**config.mk**
```make
export PLATFORM = sky130hd
export DESIGN_NAME = multiturn_encoder_position_tracker_top_flat
export DESIGN_NICKNAME = d
export VERILOG_FILES = /design/src/rtl/core/mtpt_pkg.sv /design/src/rtl/core/mtpt_if.sv /design/src/rtl/core/mtpt_cfg.sv /design/src/rtl/core/mtpt_step.sv /design/src/rtl/core/multiturn_encoder_position_tracker_top.sv /design/src/flat_wrapper.sv
export SDC_FILE = /design/constraint.sdc
export NUM_CORES = 2
export LEC_CHECK = 0
export BUFFER_PORTS_ARGS = -buffer_cell sky130_fd_sc_hd__clkbuf_2
export CAP_MARGIN = 30
export CORE_AREA = 2 2 264 318
export CTS_CLUSTER_DIAMETER = 150
export DETAILED_ROUTE_END_ITERATION = 7
export DIE_AREA = 0 0 266 320
export GPL_TIMING_DRIVEN = 0
export PLACE_DENSITY = 0.65
export SYNTH_ARGS = -nofsm -noshare
export SYNTH_HDL_FRONTEND = slang
export SYNTH_SLANG_ARGS = --single-unit
```
**constraint.sdc**
```tcl
create_clock -name clk -period 7.1 [get_ports clk]
set_clock_uncertainty 0.05 [all_clocks]
set_input_delay 0.355 -clock clk [delete_from_list [all_inputs] [get_ports clk]]
set_output_delay 0.355 -clock clk [all_outputs]
set_load 0.01 [all_outputs]
```
**src/rtl/core/mtpt_pkg.sv**
```systemverilog
// ----------------------------------------------------------------------------
// mtpt_pkg
// Types and constants of the multiturn encoder position tracker.
// ----------------------------------------------------------------------------
package mtpt_pkg;

  // Operation codes of a sample transfer
  localparam logic OP_SAMPLE  = 1'b0;
  localparam logic OP_SET_REF = 1'b1;

  // Reported status codes
  localparam logic [1:0] STATUS_NOT_INIT = 2'd0;
  localparam logic [1:0] STATUS_VALID    = 2'd1;
  localparam logic [1:0] STATUS_FAULT    = 2'd2;

  // Reported fault causes
  localparam logic [1:0] CAUSE_NONE    = 2'd0;
  localparam logic [1:0] CAUSE_TIMEOUT = 2'd1;
  localparam logic [1:0] CAUSE_ALARM   = 2'd2;

  // Register indexes of the configuration port
  localparam int unsigned  REG_IDX_W = 3;
  localparam int unsigned  PADDR_W   = REG_IDX_W + 2;
  localparam logic [REG_IDX_W-1:0] REG_POLE_PAIRS    = 3'd0;
  localparam logic [REG_IDX_W-1:0] REG_PHASE_OFFSET  = 3'd1;
  localparam logic [REG_IDX_W-1:0] REG_TURN_THRESH   = 3'd2;
  localparam logic [REG_IDX_W-1:0] REG_REV_BITS      = 3'd3;
  localparam logic [REG_IDX_W-1:0] REG_MT_DISABLED   = 3'd4;
  localparam logic [REG_IDX_W-1:0] REG_ALM_DISABLED  = 3'd5;
  localparam logic [REG_IDX_W-1:0] REG_BATT_MASK     = 3'd6;
  localparam logic [REG_IDX_W-1:0] REG_MT_ALARM_MASK = 3'd7;

  // Acceleration saturation limits
  localparam logic [31:0] ACC_MAX = 32'h7FFF_FFFF;
  localparam logic [31:0] ACC_MIN = 32'h8000_0000;

  // Tracker state, one-hot
  typedef enum logic [2:0] {
    TRK_INIT  = 3'b001,
    TRK_VALID = 3'b010,
    TRK_FAULT = 3'b100
  } track_state_t;

  typedef struct packed {
    logic [7:0]  pole_pairs;
    logic [15:0] phase_offset;
    logic [31:0] turn_start_threshold;
    logic [5:0]  revolution_bits;
    logic        multiturn_disabled;
    logic        alarms_disabled;
    logic [7:0]  battery_alarm_mask;
    logic [7:0]  multiturn_alarm_mask;
  } cfg_t;

  localparam cfg_t CFG_RESET = '{
    pole_pairs:           8'd1,
    phase_offset:         16'd0,
    turn_start_threshold: 32'hFFFF_FFFF,
    revolution_bits:      6'd0,
    multiturn_disabled:   1'b0,
    alarms_disabled:      1'b0,
    battery_alarm_mask:   8'h02,
    multiturn_alarm_mask: 8'h08
  };

  typedef struct packed {
    logic        op;
    logic        link_busy;
    logic        link_timeout;
    logic [7:0]  alarm_bits;
    logic [31:0] angle_word;
    logic [31:0] turn_word;
    logic        alarm_reset;
    logic        external_fault;
    logic        command_mode;
    logic [15:0] requested_elec_angle;
  } sample_t;

  typedef struct packed {
    logic [1:0]         status;
    logic [1:0]         fault_cause;
    logic signed [63:0] relative_position;
    logic signed [31:0] speed;
    logic signed [31:0] acceleration;
    logic [15:0]        elec_angle;
    logic               battery_warning;
    logic signed [31:0] turn_count;
  } result_t;

  typedef struct packed {
    logic [63:0]  initial_position;
    logic [63:0]  absolute_position;
    logic [31:0]  previous_speed;
    logic [15:0]  abs_elec_angle;
    logic [15:0]  elec_angle_delta;
    track_state_t track;
    logic         timeout_latched;
    logic         alarm_latched;
    logic         warning_latched;
  } track_t;

  localparam track_t TRACK_RESET = '{
    initial_position:  64'd0,
    absolute_position: 64'd0,
    previous_speed:    32'd0,
    abs_elec_angle:    16'd0,
    elec_angle_delta:  16'd0,
    track:             TRK_INIT,
    timeout_latched:   1'b0,
    alarm_latched:     1'b0,
    warning_latched:   1'b0
  };

endpackage

```
**src/rtl/core/mtpt_if.sv**
```systemverilog
// ----------------------------------------------------------------------------
// mtpt_if
// Valid/ready stream interfaces for samples and results.
// ----------------------------------------------------------------------------
interface mtpt_sample_if;
  logic              valid;
  logic              ready;
  mtpt_pkg::sample_t data;

  modport source (output valid, output data, input ready);
  modport sink   (input valid, input data, output ready);
endinterface

interface mtpt_result_if;
  logic              valid;
  logic              ready;
  mtpt_pkg::result_t data;

  modport source (output valid, output data, input ready);
  modport sink   (input valid, input data, output ready);
endinterface

```
**src/rtl/core/mtpt_cfg.sv**
```systemverilog
// ----------------------------------------------------------------------------
// mtpt_cfg
// APB register bank holding the tracker configuration.
// ----------------------------------------------------------------------------
module mtpt_cfg (
  input  logic                         clk,
  input  logic                         rst,
  input  logic                         psel,
  input  logic                         penable,
  input  logic                         pwrite,
  input  logic [mtpt_pkg::PADDR_W-1:0] paddr,
  input  logic [31:0]                  pwdata,
  output logic [31:0]                  prdata,
  output logic                         pready,
  output mtpt_pkg::cfg_t               cfg
);
  import mtpt_pkg::*;

  logic                 wr_en;
  logic [REG_IDX_W-1:0] idx;

  assign pready = 1'b1;
  assign wr_en  = psel && penable && pwrite;
  assign idx    = paddr[PADDR_W-1:2];

  // Write registers in the access phase
  always_ff @(posedge clk) begin
    if (rst) begin
      cfg <= CFG_RESET;
    end else if (wr_en) begin
      unique case (idx)
        REG_POLE_PAIRS:    cfg.pole_pairs           <= pwdata[7:0];
        REG_PHASE_OFFSET:  cfg.phase_offset         <= pwdata[15:0];
        REG_TURN_THRESH:   cfg.turn_start_threshold <= pwdata;
        REG_REV_BITS:      cfg.revolution_bits      <= pwdata[5:0];
        REG_MT_DISABLED:   cfg.multiturn_disabled   <= pwdata[0];
        REG_ALM_DISABLED:  cfg.alarms_disabled      <= pwdata[0];
        REG_BATT_MASK:     cfg.battery_alarm_mask   <= pwdata[7:0];
        REG_MT_ALARM_MASK: cfg.multiturn_alarm_mask <= pwdata[7:0];
        default: ;
      endcase
    end
  end

  // Read back
  always_comb begin
    unique case (idx)
      REG_POLE_PAIRS:    prdata = {24'd0, cfg.pole_pairs};
      REG_PHASE_OFFSET:  prdata = {16'd0, cfg.phase_offset};
      REG_TURN_THRESH:   prdata = cfg.turn_start_threshold;
      REG_REV_BITS:      prdata = {26'd0, cfg.revolution_bits};
      REG_MT_DISABLED:   prdata = {31'd0, cfg.multiturn_disabled};
      REG_ALM_DISABLED:  prdata = {31'd0, cfg.alarms_disabled};
      REG_BATT_MASK:     prdata = {24'd0, cfg.battery_alarm_mask};
      REG_MT_ALARM_MASK: prdata = {24'd0, cfg.multiturn_alarm_mask};
      default:           prdata = 32'd0;
    endcase
  end

endmodule

```
**src/rtl/core/mtpt_step.sv**
```systemverilog
// ----------------------------------------------------------------------------
// mtpt_step
// Per-sample update: fault handling, turn counting, speed, acceleration and
// electrical angle, from the current tracker state to the next.
// ----------------------------------------------------------------------------
module mtpt_step (
  input  mtpt_pkg::cfg_t    cfg,
  input  mtpt_pkg::sample_t smp,
  input  mtpt_pkg::track_t  cur,
  output mtpt_pkg::track_t  nxt,
  output mtpt_pkg::result_t res
);
  import mtpt_pkg::*;

  logic [31:0] angle;
  logic [31:0] turns;
  logic [7:0]  alarm_eff;
  logic [31:0] rev_mask;
  logic [31:0] hi;
  logic [63:0] base_abs;
  logic [31:0] prev_angle;
  logic [31:0] speed_v;
  logic [31:0] diff;
  logic [23:0] prod;
  logic [31:0] spd_out;
  logic [31:0] acc_out;
  logic        done;

  // Mask of the turn-count bits
  always_comb begin
    if (cfg.revolution_bits == 6'd0) begin
      rev_mask = 32'd0;
    end else if (cfg.revolution_bits >= 6'd32) begin
      rev_mask = 32'hFFFF_FFFF;
    end else begin
      rev_mask = ~(32'hFFFF_FFFF << cfg.revolution_bits[4:0]);
    end
  end

  // State update
  always_comb begin
    nxt        = cur;
    spd_out    = 32'd0;
    acc_out    = 32'd0;
    done       = 1'b0;
    alarm_eff  = smp.alarm_bits;
    hi         = 32'd0;
    base_abs   = cur.absolute_position;
    prev_angle = 32'd0;
    speed_v    = 32'd0;
    diff       = 32'd0;
    prod       = 24'd0;
    angle      = smp.link_busy ? 32'd0 : smp.angle_word;
    turns      = smp.link_busy ? 32'd0 : smp.turn_word;

    if (smp.op == OP_SET_REF) begin
      // Move the electrical reference only
      nxt.elec_angle_delta = smp.requested_elec_angle - cur.abs_elec_angle
                             - cfg.phase_offset;
      spd_out = cur.previous_speed;
    end else begin
      priority if (smp.alarm_reset && (cur.timeout_latched || cur.alarm_latched ||
                                       cur.warning_latched || smp.external_fault)) begin
        // Clear latches and start over
        nxt.timeout_latched   = 1'b0;
        nxt.alarm_latched     = 1'b0;
        nxt.warning_latched   = 1'b0;
        nxt.initial_position  = 64'd0;
        nxt.absolute_position = 64'd0;
        nxt.previous_speed    = 32'd0;
        nxt.elec_angle_delta  = 16'd0;
        nxt.track             = TRK_INIT;
        done = 1'b1;
      end else if (smp.command_mode) begin
        nxt.track = TRK_INIT;
        done = 1'b1;
      end else if (cur.track == TRK_FAULT) begin
        done = 1'b1;
      end else if (smp.link_timeout || cur.timeout_latched) begin
        if (!cur.timeout_latched) begin
          nxt.track           = TRK_FAULT;
          nxt.timeout_latched = 1'b1;
        end
        done = 1'b1;
      end else begin
        // Encoder alarm byte: fatal bits latch, battery bits warn
        if (smp.alarm_bits != 8'd0 && !cfg.alarms_disabled) begin
          if (cfg.multiturn_disabled) begin
            alarm_eff = smp.alarm_bits &
                        ~(cfg.battery_alarm_mask | cfg.multiturn_alarm_mask);
          end
          if (!cur.alarm_latched) begin
            if ((alarm_eff & ~cfg.battery_alarm_mask) != 8'd0) begin
              nxt.track         = TRK_FAULT;
              nxt.alarm_latched = 1'b1;
              done = 1'b1;
            end else if ((alarm_eff & cfg.battery_alarm_mask) == cfg.battery_alarm_mask) begin
              nxt.warning_latched = 1'b1;
            end
          end
        end else begin
          nxt.warning_latched = 1'b0;
        end
      end

      if (!done) begin
        // Capture the start position on the first usable sample
        if (cur.track == TRK_INIT) begin
          if (!cfg.multiturn_disabled) begin
            hi = turns;
            if (rev_mask != 32'd0 && turns >= cfg.turn_start_threshold) begin
              hi = ~rev_mask | (turns & rev_mask);
            end
          end
          base_abs             = {hi, angle};
          nxt.initial_position = base_abs;
          nxt.track            = TRK_VALID;
        end

        prev_angle = base_abs[31:0];
        prod       = 24'(angle[31:16]) * 24'(cfg.pole_pairs);
        nxt.abs_elec_angle = prod[15:0];

        // Count a turn on a wrap between the top and bottom quadrants
        hi = base_abs[63:32];
        if (prev_angle[31:30] == 2'b11 && angle[31:30] == 2'b00) begin
          hi = hi + 32'd1;
        end else if (prev_angle[31:30] == 2'b00 && angle[31:30] == 2'b11) begin
          hi = hi - 32'd1;
        end
        nxt.absolute_position = {hi, angle};

        speed_v            = angle - prev_angle;
        nxt.previous_speed = speed_v;
        spd_out            = speed_v;

        // Acceleration: speed change times 4096, saturated
        diff = speed_v - cur.previous_speed;
        if (diff[31:19] == {13{diff[31]}}) begin
          acc_out = {diff[19:0], 12'd0};
        end else begin
          acc_out = diff[31] ? ACC_MIN : ACC_MAX;
        end
      end
    end
  end

  // Result from the updated state
  always_comb begin
    unique case (nxt.track)
      TRK_INIT:  res.status = STATUS_NOT_INIT;
      TRK_VALID: res.status = STATUS_VALID;
      TRK_FAULT: res.status = STATUS_FAULT;
      default:   res.status = STATUS_NOT_INIT;
    endcase
    res.fault_cause     = nxt.timeout_latched ? CAUSE_TIMEOUT :
                          (nxt.alarm_latched ? CAUSE_ALARM : CAUSE_NONE);
    res.battery_warning = nxt.warning_latched;
    if (nxt.track == TRK_VALID) begin
      res.relative_position = nxt.absolute_position - nxt.initial_position;
      res.speed             = spd_out;
      res.acceleration      = acc_out;
      res.elec_angle        = nxt.abs_elec_angle + nxt.elec_angle_delta + cfg.phase_offset;
      res.turn_count        = nxt.absolute_position[63:32];
    end else begin
      res.relative_position = 64'd0;
      res.speed             = 32'd0;
      res.acceleration      = 32'd0;
      res.elec_angle        = 16'd0;
      res.turn_count        = 32'd0;
    end
  end

endmodule

```
**src/rtl/core/multiturn_encoder_position_tracker_top.sv**
```systemverilog
// ----------------------------------------------------------------------------
// multiturn_encoder_position_tracker_top
// Multiturn absolute encoder position tracker with APB configuration.
// ----------------------------------------------------------------------------
//  channel  | dir | handshake     | payload
//  ---------+-----+---------------+-------------------------------------------
//  sample   | in  | valid/ready   | op, link status, alarms, angle, turns, ...
//  result   | out | valid/ready   | status, fault cause, position, speed, ...
//  apb      | in  | psel/penable  | 8 registers at byte address 4*index
//
//  A sample transfer loads the input register; processing the held sample
//  loads the result register and the tracker state together, so each result
//  passes through both registers.
//  One sample per cycle sustained while results are taken; the turn update
//  feeding the 64-bit position subtract sets the clock.
//  A stalled result holds the output register; the input register still takes
//  one more sample. Synchronous reset empties both registers and loads the
//  reset state and configuration.
// ----------------------------------------------------------------------------
module multiturn_encoder_position_tracker_top (
  input  logic                         clk,
  input  logic                         rst,
  input  logic                         psel,
  input  logic                         penable,
  input  logic                         pwrite,
  input  logic [mtpt_pkg::PADDR_W-1:0] paddr,
  input  logic [31:0]                  pwdata,
  output logic [31:0]                  prdata,
  output logic                         pready,
  mtpt_sample_if.sink                  sample,
  mtpt_result_if.source                result
);
  import mtpt_pkg::*;

  cfg_t    cfg;
  sample_t in_data;
  logic    in_valid;
  track_t  trk;
  track_t  trk_next;
  result_t res_next;
  result_t out_data;
  logic    out_valid;
  logic    advance;

  mtpt_cfg u_cfg (
    .clk     (clk),
    .rst     (rst),
    .psel    (psel),
    .penable (penable),
    .pwrite  (pwrite),
    .paddr   (paddr),
    .pwdata  (pwdata),
    .prdata  (prdata),
    .pready  (pready),
    .cfg     (cfg)
  );

  mtpt_step u_step (
    .cfg (cfg),
    .smp (in_data),
    .cur (trk),
    .nxt (trk_next),
    .res (res_next)
  );

  // Process the held sample when the result register is free
  assign advance      = in_valid && (!out_valid || result.ready);
  assign sample.ready = !in_valid || advance;

  // Input register
  always_ff @(posedge clk) begin
    if (rst) begin
      in_valid <= 1'b0;
    end else if (sample.ready) begin
      in_valid <= sample.valid;
    end
  end

  always_ff @(posedge clk) begin
    if (sample.valid && sample.ready) begin
      in_data <= sample.data;
    end
  end

  // Tracker state advances with each processed sample
  always_ff @(posedge clk) begin
    if (rst) begin
      trk <= TRACK_RESET;
    end else if (advance) begin
      trk <= trk_next;
    end
  end

  // Result register
  always_ff @(posedge clk) begin
    if (rst) begin
      out_valid <= 1'b0;
    end else if (advance) begin
      out_valid <= 1'b1;
    end else if (result.ready) begin
      out_valid <= 1'b0;
    end
  end

  always_ff @(posedge clk) begin
    if (advance) begin
      out_data <= res_next;
    end
  end

  assign result.valid = out_valid;
  assign result.data  = out_data;

endmodule

```
**src/flat_wrapper.sv**
```systemverilog
// flat-port wrapper written by rule: the top's interface ports become plain ports
module multiturn_encoder_position_tracker_top_flat import mtpt_pkg::*;
  (clk, rst, psel, penable, pwrite, paddr, pwdata, prdata, pready, sample_valid, sample_data, sample_ready, result_valid, result_data, result_ready);
  mtpt_sample_if sample_i ();
  mtpt_result_if result_i ();
  input  logic clk;
  input  logic rst;
  input  logic psel;
  input  logic penable;
  input  logic pwrite;
  input  logic [mtpt_pkg::PADDR_W-1:0] paddr;
  input  logic [31:0] pwdata;
  output logic [31:0] prdata;
  output logic pready;
  input wire logic [$bits(sample_i.valid)-1:0] sample_valid;
  input wire logic [$bits(sample_i.data)-1:0] sample_data;
  output wire logic [$bits(sample_i.ready)-1:0] sample_ready;
  output wire logic [$bits(result_i.valid)-1:0] result_valid;
  output wire logic [$bits(result_i.data)-1:0] result_data;
  input wire logic [$bits(result_i.ready)-1:0] result_ready;
  assign sample_i.valid = sample_valid;
  assign sample_i.data = sample_data;
  assign sample_ready = sample_i.ready;
  assign result_valid = result_i.valid;
  assign result_data = result_i.data;
  assign result_i.ready = result_ready;
  multiturn_encoder_position_tracker_top u_core (.clk(clk), .rst(rst), .psel(psel), .penable(penable), .pwrite(pwrite), .paddr(paddr), .pwdata(pwdata), .prdata(prdata), .pready(pready), .sample(sample_i), .result(result_i));
endmodule
```
**Word-level counts from Yosys, hierarchy flattened**

Index checks and enable logic that the tools add are counted.

- Bits in registers: 555
- Bits of input ports: 138
- Output and inout port bits: 216
- Logic and storage cells: 176

- Add/subtract/negate cells: 9
- $mul: 1
- $lt $le $gt $ge: 2
- Eq/ne operators: 16
- Shift-type cells: 1
- Multiplexer cells: 60
- Bitwise gates (word level): 12
- Reduce and logical (&&, ||, !) cells: 37

Operator list:

| operator | count |
|---|---|
| 32-bit 2-to-1 mux | 12 |
| 176-bit 2-to-1 mux | 2 |
| 64-bit 2-to-1 mux | 4 |
| 32-bit case mux with 8 select lines | 1 |
| 160-bit 2-to-1 mux | 1 |
| 32-bit NOT | 2 |
| 32-bit subtractor | 2 |
| 64-bit subtractor | 1 |
| 8-bit 2-to-1 mux | 7 |
| 16-bit adder | 2 |
| 32-bit by 1-bit adder with 32-bit output, second input constant | 1 |
| 32-bit bitwise AND | 1 |
| 32-bit >= comparator | 1 |
| 16-bit 2-to-1 mux | 2 |
| 32-bit bitwise OR | 1 |
| 32-bit nonzero test | 1 |
| 32-bit by 5-bit left shift with 32-bit output, first input constant | 1 |
| 16-bit subtractor | 2 |
| 32-bit by 1-bit subtractor with 32-bit output, second input constant | 1 |
| 8-bit bitwise AND | 3 |
| 3-bit 2-to-1 mux | 8 |
| 3-bit equality test, second input constant | 6 |
| 6-bit 2-to-1 mux | 3 |
| 16-bit by 8-bit multiplier with 16-bit output | 1 |
| other kinds (26) | 72 |

**Logic depth before layout (Yosys ltp)**

- Depth after elaboration: 30
- Depth in mapped cells: 38
- Mapped depth without buffers: 35

**Modules after synthesis**

Synthesis repeated with hierarchy kept, for this count alone.

- Cells, all modules: 4,673
- Area total of the unflattened synthesis: 40,535.1 um^2

Modules (own cells, without submodules):

| module | instances | cells each | area each (um^2) | sequential area each (um^2) |
|---|---|---|---|---|
| mtpt_step | 1 | 3,076 | 19,795.2 | 0.0 |
| multiturn_encoder_position_tracker_top | 1 | 1,143 | 17,127.7 | 12,261.8 |
| mtpt_cfg | 1 | 454 | 3,612.2 | 1,601.5 |

**Worst setup path after synthesis**

Ideal clock, no wire load.

- Path kind: register to register
- From: register u_core.in_data[92] (netlist name)
- To: register u_core.out_data (netlist bit u_core.result.data[48]), data pin
- Setup time: 0.266 ns
- Arrival: 7.619 ns
- Data required time: 6.784 ns
- Slack: -0.835 ns
- Stages on the path, launching flop included: 35
- Buffers on the path: 5
- Period minus slack after synthesis: 7.935 ns
- Path through: edfxtp_1 -> clkbuf_1 -> clkbuf_1 -> clkbuf_1 -> clkbuf_1 -> nor2b_1 -> clkbuf_1 -> and2_1 -> fa_1 -> fa_1 -> inv_1 -> fa_1 -> fa_1 -> inv_1 -> ha_1 -> inv_1 -> o21ai_0 -> a21oi_1 -> o21ai_0 -> a21oi_1 -> o21ai_0 -> a21oi_1 -> xnor2_1 -> nor2_1 -> a21oi_1 -> fa_1 -> inv_1 -> ha_1 -> or3_1 -> a311oi_1 -> o41ai_1 -> a21oi_1 -> xnor3_1 -> xnor2_1 -> nor2_1

- Word-level cells in the longest chain between the ends: 6

Ends and longest elaborated chain:

| what | RTL line | source |
|---|---|---|
| start, declared | multiturn_encoder_position_tracker_top.sv:36 | `sample_t in_data;` |
| start signal, assigned | multiturn_encoder_position_tracker_top.sv:81 | `in_data <= sample.data;` |
| 32-bit 2-to-1 mux | mtpt_step.sv:53 | `angle = smp.link_busy ? 32'd0 : smp.angle_word;` |
| 16-bit by 8-bit multiplier with 16-bit output | mtpt_step.sv:121 | `prod = 24'(angle[31:16]) * 24'(cfg.pole_pairs);` |
| 176-bit 2-to-1 mux | mtpt_step.sv:106 | `if (!done) begin` |
| 176-bit 2-to-1 mux | mtpt_step.sv:56 | `if (smp.op == OP_SET_REF) begin` |
| 16-bit adder (2 in series) | mtpt_step.sv:163 | `res.elec_angle = nxt.abs_elec_angle + nxt.elec_angle_delta + cfg.phase_offset;` |
| end signal, assigned | multiturn_encoder_position_tracker_top.sv:107 | `out_data <= res_next;` |
| end, declared | multiturn_encoder_position_tracker_top.sv:41 | `result_t out_data;` |

Every way passes these cells.
A chain may end at the register's enable or synchronous reset.

==> qor.yml <==
outcome:
  status: "finished, violations left"
  failed_checks: "setup timing"
worst_setup_path:
  critPathRequiredTime_ns: 7.57
  critPathBufInv: 9
  path_max_fanout: 8
  cp_top_family: "simple AND/OR/NAND/NOR gates"
  path_class: "reg -> reg"
  cp.arrival_ns: 8.06
  crit_path_end_kind: "register"
  slowest_stage: "or4_4"
  slowest_delay_ns: 0.57
  critPathLaunchType: "register"
global_routing:
  antenna_found_initial: 1
  grt_pass1_wl_um: 209000
  grt_overflow_total: 0
  grt_max_degree: 73
  grt_pass1_vias: 34200
  track_usage_pct: 32.6
power_and_ir_drop:
  leakage_nw: 19.4
  finalPower_mw: 9.73
  ir_drop_mv: 0.206
  p_per_area_nw_per_um2: 208
floorplanning:
  die_h_um: 320
  start_util_pct: 44.7
  dieArea_um2: 85100
  die_w_um: 266
  io_pins: 354
  core_um2: 81700
  rows: 115
sta:
  timing.final.ws_setup_ns: -0.492
  post-route-period-util_pct: 107
  rsz0062_at_grt: "true"
  finalCriticalPeriod_ns: 7.59
  setup_viol: 34
  hold_viol: 0
  slew_headroom_pct: 18.1
  clock.fmax_mhz: 132
  finalMaxSlewViolations: 0
  max_slew.worst_pin.slew_ns: 1.22
layout:
  utilization_pct: 57.3
  regArea_um2: 13500
  syn_to_final_growth_pct: 28.1
  final_layout_size_suffix_gt1_share_pct: 21.6
  final_common_cell: "nor2_1"
  final_cell_mix: "nor2_1, clkbuf_2, nand2_1"
  final_cell_area_um2: 46800
  nFillCells: 7253
  fin_nets: 5199
  multi_input_area_um2: 22900
placement:
  place_congestion: 1.01
  dp_hpwl_um: 107000
  port-buffer-count: 347
  post_dp_cell_area_um2: 39900
clock_tree:
  clock-sinks: 544
  cts_made_buffers: 59
  clockBufferDepth: 3
  cts_tree: "built"
  insertion_delay_ns: 0.66
  root_buffer: "clkbuf_16"
  path_clk_slew_ns: 0.06
  cts_max_level: 2
route:
  routed_via_density: 5.92
  firstDrtPassIters: 8
  num_vias: 34700
  ant_nets: 0
  drc: 0
  drt_iter0_drc: 2783
  routed_wl_um: 143000
  wire_per_inst_um: 24.4
synth:
  ys_warn_count: 0
  yosysUniqueCellTypes: 105
  syn-num-nets: 4500
  synthFlopType: "dfxtp_1"
  syn_avg_cell_area_um2: 9.02
  synthArstFlopShare_pct: 0
  synth_seq_cells: 544
  synth_edf_count: 264
  syn_inst: 4053
  syn_area_um2: 36500
  synth-seq-area-share_pct: 37.0
flow_run:
  cap_viol_max_count: 0
min_path:
  hp-class: "in -> reg"
## layer usage
layer / wire, um / global-route usage [%] / vias up
met5: 0 / 0 / -
met4: 10300 / 19.8 / 0
met3: 9850 / 4.72 / 430
met2: 68600 / 55.8 / 1588
met1: 54000 / 38.5 / 16800
li1: - / - / 15800
## final cells by class
cell class,count,share of cell area (%)
Antenna cell,2,0.0107
Buffer,245,2.88
Clock buffer,79,3.49
Clock inverter,31,0.850
Inverter,296,2.43
Multi-Input combinational cell,2958,49.0
Sequential cell,544,28.9
Tap cell,1053,2.81
Timing Repair Buffer,648,9.65
## synthesized netlist by cell type, drive strengths merged (8+ instances only)
cell	count	area (um2)
nand4	30	209
buf	35	184
nor3	82	427
and2	93	582
clkbuf	220	827
xor2	69	604
a21o	95	713
a31o	10	87.6
a21boi	12	90.1
or2	14	87.6
o21ai	174	875
a31oi	41	257
xnor2	118	1030
mux2i	80	801
nor3b	14	110
o21a	27	203
nor2b	84	526
o21bai	27	203
nand2	328	1230
a21oi	225	1130
edfxtp	264	7930
nor4	15	115
a22o	74	648
nand2b	40	258
or3	14	87.6
and3	29	181
dfxtp	280	5610
ha	215	2690
a22oi	146	1100
nand3	53	270
fa	94	1880
a41oi	8	77.6
o211ai	46	379
o31ai	42	377
nor2	421	1580
o31a	8	70.1
or4	8	60.1
inv	294	1100
a211oi	115	868
## worst paths after layout
check,depth (start not counted),start,to,slack (ns)
worst max-delay path,37,u_core.in_data[92],u_core.result.data[176],-0.49
worst min-delay path,3,pwdata[2],u_core.u_cfg.cfg[58],0.03
worst max register to register,37,u_core.in_data[92],u_core.result.data[176],-0.49
worst min register to register,2,u_core.trk[33],u_core.trk[33],0.41
## logic make-up (layout without fill, tap and decap cells)
kind of cell / after synthesis / in the layout / share of synthesized area, %
other cells: 1 / 3 / 0.0103
xor+xnor: 188 / 188 / 4.54
mux: 87 / 87 / 2.50
compound gates: 1126 / 1126 / 21.4
simple gates: 1247 / 1247 / 16.2
fa+ha+maj: 309 / 309 / 12.5
flops: 544 / 544 / 37.0
buf+inv: 551 / 1299 / 5.81
## per-stage QoR
| stage | setup TNS [ns] | worst slack, ns | hold WS, ns | cells |
|---|---|---|---|---|
| floorplan | -0.0514 | -0.00634 | 0.386 | 4053 |
| global placement | -563.43 | -2.65 | 0.392 | 5453 |
| detailed placement | -108.44 | -2.57 | 0.401 | 5462 |
| CTS | -3.37 | -0.525 | 0.000808 | 5817 |
| global route | -13.53 | -0.773 | 0.0198 | 5855 |
| finish | -4.67 | -0.492 | 0.0348 | 5856 |
## repair_timing
item / in CTS / in global routing
gates resized for setup: 368 / 174
hold endpoints to repair: 136 / 0
hold buffers: 125 / 0
gates cloned: 4 / 1
setup buffers: 122 / 46
endpoints found under the setup margin: 83 / 51
pin swaps: 145 / 148
## worst register-to-register path, delay by kind of cell (launching register included)
| kind | cells | cell delay (ns) |
|---|---|---|
| AND/OR/NAND/NOR | 12 | 2.60 |
| AO/OA/AOI/OAI | 12 | 2.45 |
| buffers and inverters | 9 | 1.06 |
| adder cells (fa/ha/maj) | 3 | 0.65 |
| flip-flops | 1 | 0.40 |
| XOR/XNOR | 1 | 0.27 |
## report_power, final
part	total [mW]	switching [mW]	leakage, nW	internal [mW]
combinational	2.95	1.73	13.6	1.22
sequential	3.48	0.0735	4.83	3.41
clock	3.30	1.38	0.972	1.91
## state kept, by name, summed over array words and instances, names as in the netlist
signal               flops
u_core.trk             198
u_core.result.data     170
u_core.in_data          94
u_core.u_cfg.cfg        80
u_core.in_valid          1
u_core.result.valid      1
No activity file was read; power rests on OpenSTA's default activity.
